$ cat src/sv/lts_pkg.sv
// Shared constants, codes and structs for the LRU tag store.
// No dependencies; every other file in this folder imports this package.
package lts_pkg;

  localparam int ENTRIES   = 128;
  localparam int IDX_W     = $clog2(ENTRIES);
  localparam int TICK_BITS = 32;
  localparam int KEY_W     = 64;
  localparam int KIND_W    = 2;
  localparam int SLOT_W    = 7;

  localparam logic [KIND_W-1:0] KIND_TICK    = 2'd0;
  localparam logic [KIND_W-1:0] KIND_LOOKUP  = 2'd1;
  localparam logic [KIND_W-1:0] KIND_INSERT  = 2'd2;
  localparam logic [KIND_W-1:0] KIND_PRELOAD = 2'd3;

  // Control from the sequencer to the search unit, one slot per cycle.
  typedef struct packed {
    logic             clear;
    logic             en;
    logic [IDX_W-1:0] idx;
    logic             vbit;
  } scan_ctl_t;

  // Accumulated result of a full pass over the slots.
  typedef struct packed {
    logic             found;
    logic [IDX_W-1:0] found_idx;
    logic [IDX_W-1:0] vict_idx;
    logic             vict_valid;
    logic [KEY_W-1:0] vict_key;
  } scan_res_t;

endpackage

$ cat src/sv/lts_search.sv
// Search unit: one slot per cycle while ctl.en is set, tracks the first matching valid key and
// the first slot with the smallest age (invalid slots count as age zero).
// Depends on lts_pkg.
module lts_search (
  input  logic                           clk,
  input  logic                           rst,
  input  lts_pkg::scan_ctl_t             ctl,
  input  logic [lts_pkg::KEY_W-1:0]      key,
  input  logic [lts_pkg::KEY_W-1:0]      rd_key,
  input  logic [lts_pkg::TICK_BITS-1:0]  rd_age,
  output lts_pkg::scan_res_t             res
);
  import lts_pkg::*;

  logic                 has_best;
  logic [TICK_BITS-1:0] best_age;
  logic [TICK_BITS-1:0] cur_age;
  logic                 take;

  assign cur_age = ctl.vbit ? rd_age : '0;
  assign take    = !has_best || (cur_age < best_age);

  always_ff @(posedge clk) begin
    if (rst || ctl.clear) begin
      has_best  <= 1'b0;
      res.found <= 1'b0;
    end else if (ctl.en) begin
      if (!res.found && ctl.vbit && rd_key == key) begin
        res.found     <= 1'b1;
        res.found_idx <= ctl.idx;
      end
      if (take) begin
        has_best       <= 1'b1;
        best_age       <= cur_age;
        res.vict_idx   <= ctl.idx;
        res.vict_valid <= ctl.vbit;
        res.vict_key   <= rd_key;
      end
    end
  end

endmodule

$ cat config.mk
export PLATFORM = sky130hd
export DESIGN_NAME = lts_search
export DESIGN_NICKNAME = d
export VERILOG_FILES = /design/src/sv/lts_pkg.sv /design/src/sv/lts_search.sv
export SDC_FILE = /design/constraint.sdc
export NUM_CORES = 1
export LEC_CHECK = 0
export CORE_MARGIN = 2
export CORE_UTILIZATION = 50
export CTS_CLUSTER_SIZE = 10
export DETAILED_ROUTE_END_ITERATION = 10
export DONT_BUFFER_PORTS = 1
export SETUP_SLACK_MARGIN = 0.05
export SYNTH_ARGS = -nofsm -noshare
export SYNTH_HDL_FRONTEND = slang
export SYNTH_SLANG_ARGS = --single-unit
export TNS_END_PERCENT = 10
$ cat constraint.sdc
create_clock -name clk -period 10.4 [get_ports clk]
set_clock_uncertainty 0.15 [all_clocks]
set_input_delay 1.04 -clock clk [delete_from_list [all_inputs] [get_ports clk]]
set_output_delay 1.04 -clock clk [all_outputs]
set_load 0.1 [all_outputs]
==> flow_summary.ini <==
[drt]
drt-pass1-iter-count = 5
routedWlPerCell_um = 22.2
via_per_inst = 5.55
drc = 0
ant_nets = 0
num_vias = 2940
drt_iter0_drc = 212
wl_mm = 11.8

[sta]
rsz0062_at_grt = false
period_minus_slack_ns = 4.12
setup_tns_ns = 0
fmaxAchievable_ghz = 0.243
relSlewSlack_pct = 32.1
finalCritPeriodShare_pct = 39.6
drv_slew = 0
setup-violations-final = 0
hold_viol_final = 0
worst_slew_pin_slew_ns = 1.02

[worst_setup_path]
arrival_ns = 4.09
critical_path_class = input port to flip-flop
cp.required_ns = 10.38
rr_startpoint = best_age[1]
cp_max_fo = 75
worst_setup_path_start_kind = input port
crit_start = rd_age[1]
endpoint_kind = flip-flop

[cts]
cts_buffers = 17
root_buffer = clkbuf_8
cts_resized = 0
cts.sinks = 113
cts_setup_buffers = 0
hold_buffers = 0
clk_pin_slew_ns = 0.05
clk_latency_ns = 0.51
cts_tree = built
h-tree-depth = 4
clock_path_buffers = 2

[power]
pwr_density_cell_nw_per_um2 = 206
p_comb_share_pct = 5.9
internal_power_mw = 0.895
p_leak_nw = 2.23
p_sw_mw = 0.330
power_frac_clock_pct = 42.2
seqPwrFrac_pct = 52.0
peakVddDrop_mv = 0.0974
swShare_pct = 27.0
power_mw = 1.23

[logic_synthesis]
synthArstFlopShare_pct = 0
synth_edf_count = 111
avgSynthCellArea_um2 = 14.4
synth_area_um2 = 5250
syn-num-nets = 568
synth_seq_cells = 113
synth.area.top_cells = edfxtp_1 63%, ha_1 7.4%, xnor2_1 4.8%
synth_cell_type_count = 38
yosysTopAreaCell = edfxtp_1
seq_area_frac_synth_pct = 64.2
yosys.area.top_type_share_pct = 63.5
ys.flop_type = edfxtp_1
syn_inst = 365
ys_warn_count = 0

[die]
io_pins = 252
die_w_um = 106
die_height_um = 106
core_area_um2 = 10300
rows = 37
initial_utilization_pct = 51.1
dieArea_um2 = 11300

[finish]
multiInputGateArea_um2 = 1720
diodes = 0
fill_cells = 864
seqCellArea_um2 = 3370
layout.nets = 585
drive_above_1_share_pct = 8.38
area_growth_pct = 13.4

[placement]
gp_congestion = 0.753
io_buffers = 0
dp.final_hpwl_mm = 9.29

[global_routing]
globalRouteOverflowTotal = 0
gr-usage-all-layers_pct = 21.3
antenna_found_initial = 0
grt_pass1_wl_mm = 17.2
grt_max_degree = 76
grt_pass1_vias = 3172

[outcome]
outcome = finished, final reports clean

[hold_path]
min_from = has_best
hold_class = flip-flop to flip-flop

[job]
drv_cap = 0
[worst paths after layout]
path,endpoint,slack (ns),cells after the start
max reg2reg,res[38],6.59,9
min reg2reg,has_best,0.33,1
max,res[38],6.28,9
min,has_best,0.33,1
[cells in the mapped netlist, types with 2 or more instances]
library cell,n
o21ai_1,2
a31oi_1,2
clkbuf_1,3
nor2b_1,8
xnor2_1,29
inv_1,42
a211oi_1,2
dfxtp_1,2
o22ai_1,2
nand2_1,7
ha_1,31
edfxtp_1,111
a21oi_1,9
o221ai_1,2
nor4_1,7
nor2b_4,3
o21ai_0,2
a21o_1,7
nand4_1,15
and2_1,32
a2111oi_4,4
xor2_1,20
nand3_1,2
nor2_1,7
[sequential cells by signal, summed over array words and instances, names as in the netlist]
register	flops
res	80
best_age	32
has_best	1
[power groups by stage]
stage	Clock [mW]	Sequential (mW)	Combinational (mW)
2_1_floorplan	0	0.646	0.0589
3_3_place_gp	0	0.646	0.0713
3_5_place_dp	0	0.646	0.0730
4_1_cts	0.527	0.637	0.0734
5_1_grt	0.549	0.638	0.0822
6_report	0.517	0.637	0.0721
[final cells by class]
| cell class | count | share of cell area, % |
|---|---|---|
| timing repair buffer | 1 | 0.126 |
| clock buffer | 21 | 7.20 |
| clock inverter | 10 | 1.58 |
| sequential | 113 | 56.6 |
| tap | 136 | 2.86 |
| multi-input combinational | 206 | 28.9 |
| inverter | 43 | 2.71 |
[layout by cell type (no fill, tap or decap), drive strengths merged, types with 2 or more instances in the layout]
| cell type | instances |
|---|---|
| a2111oi | 4 |
| a211oi | 2 |
| a21o | 7 |
| a21oi | 9 |
| a31oi | 2 |
| and2 | 32 |
| bufinv | 2 |
| clkbuf | 21 |
| clkinv | 8 |
| dfxtp | 2 |
| edfxtp | 111 |
| ha | 31 |
| inv | 43 |
| nand2 | 7 |
| nand3 | 2 |
| nand4 | 15 |
| nor2 | 7 |
| nor2b | 11 |
| nor4 | 8 |
| o21ai | 4 |
| o221ai | 2 |
| o22ai | 2 |
| xnor2 | 29 |
| xor2 | 20 |
[layer usage]
metal	part of all wire (%)	vias up	track usage, %
met5	0	-	0
met4	2.3	0	9.74
met3	8.2	22	8.71
met2	52	145	35.4
met1	37	1409	24.0
li1	-	1364	-
[cell families after synthesis]
kind of cell	Yosys count	share of synthesized area, %
simple gates	85	9.98
flops	113	64.2
buf+inv	46	3.29
compound gates	41	6.96
fa+ha+maj	31	7.38
xor+xnor	49	8.17
[worst max-delay path: stages]
cell	delay [ns]
and2_1	0.15
ha_1	0.19
nand2b_1	0.15
o221a_1	0.22
o31ai_1	0.27
o211a_1	0.21
o21ai_1	0.10
a31oi_4	0.80
buf_4	0.88
[through the flow]
step / area (um2) / setup slack [ns] / hold slack [ns] / util, % / cells
after CTS: 5960 / 6.30 / 0.329 / 58.0 / 530
after floorplan: 5250 / 1.71 / 0.291 / - / 365
after global placement: 5430 / 5.88 / 0.301 / 52.9 / 499
after detailed placement: 5430 / 5.82 / 0.315 / 52.9 / 499
final: 5960 / 6.28 / 0.326 / 58.0 / 530
after global routing: 5960 / 6.11 / 0.373 / 58.0 / 530
Power figures use the tool's default switching activity.
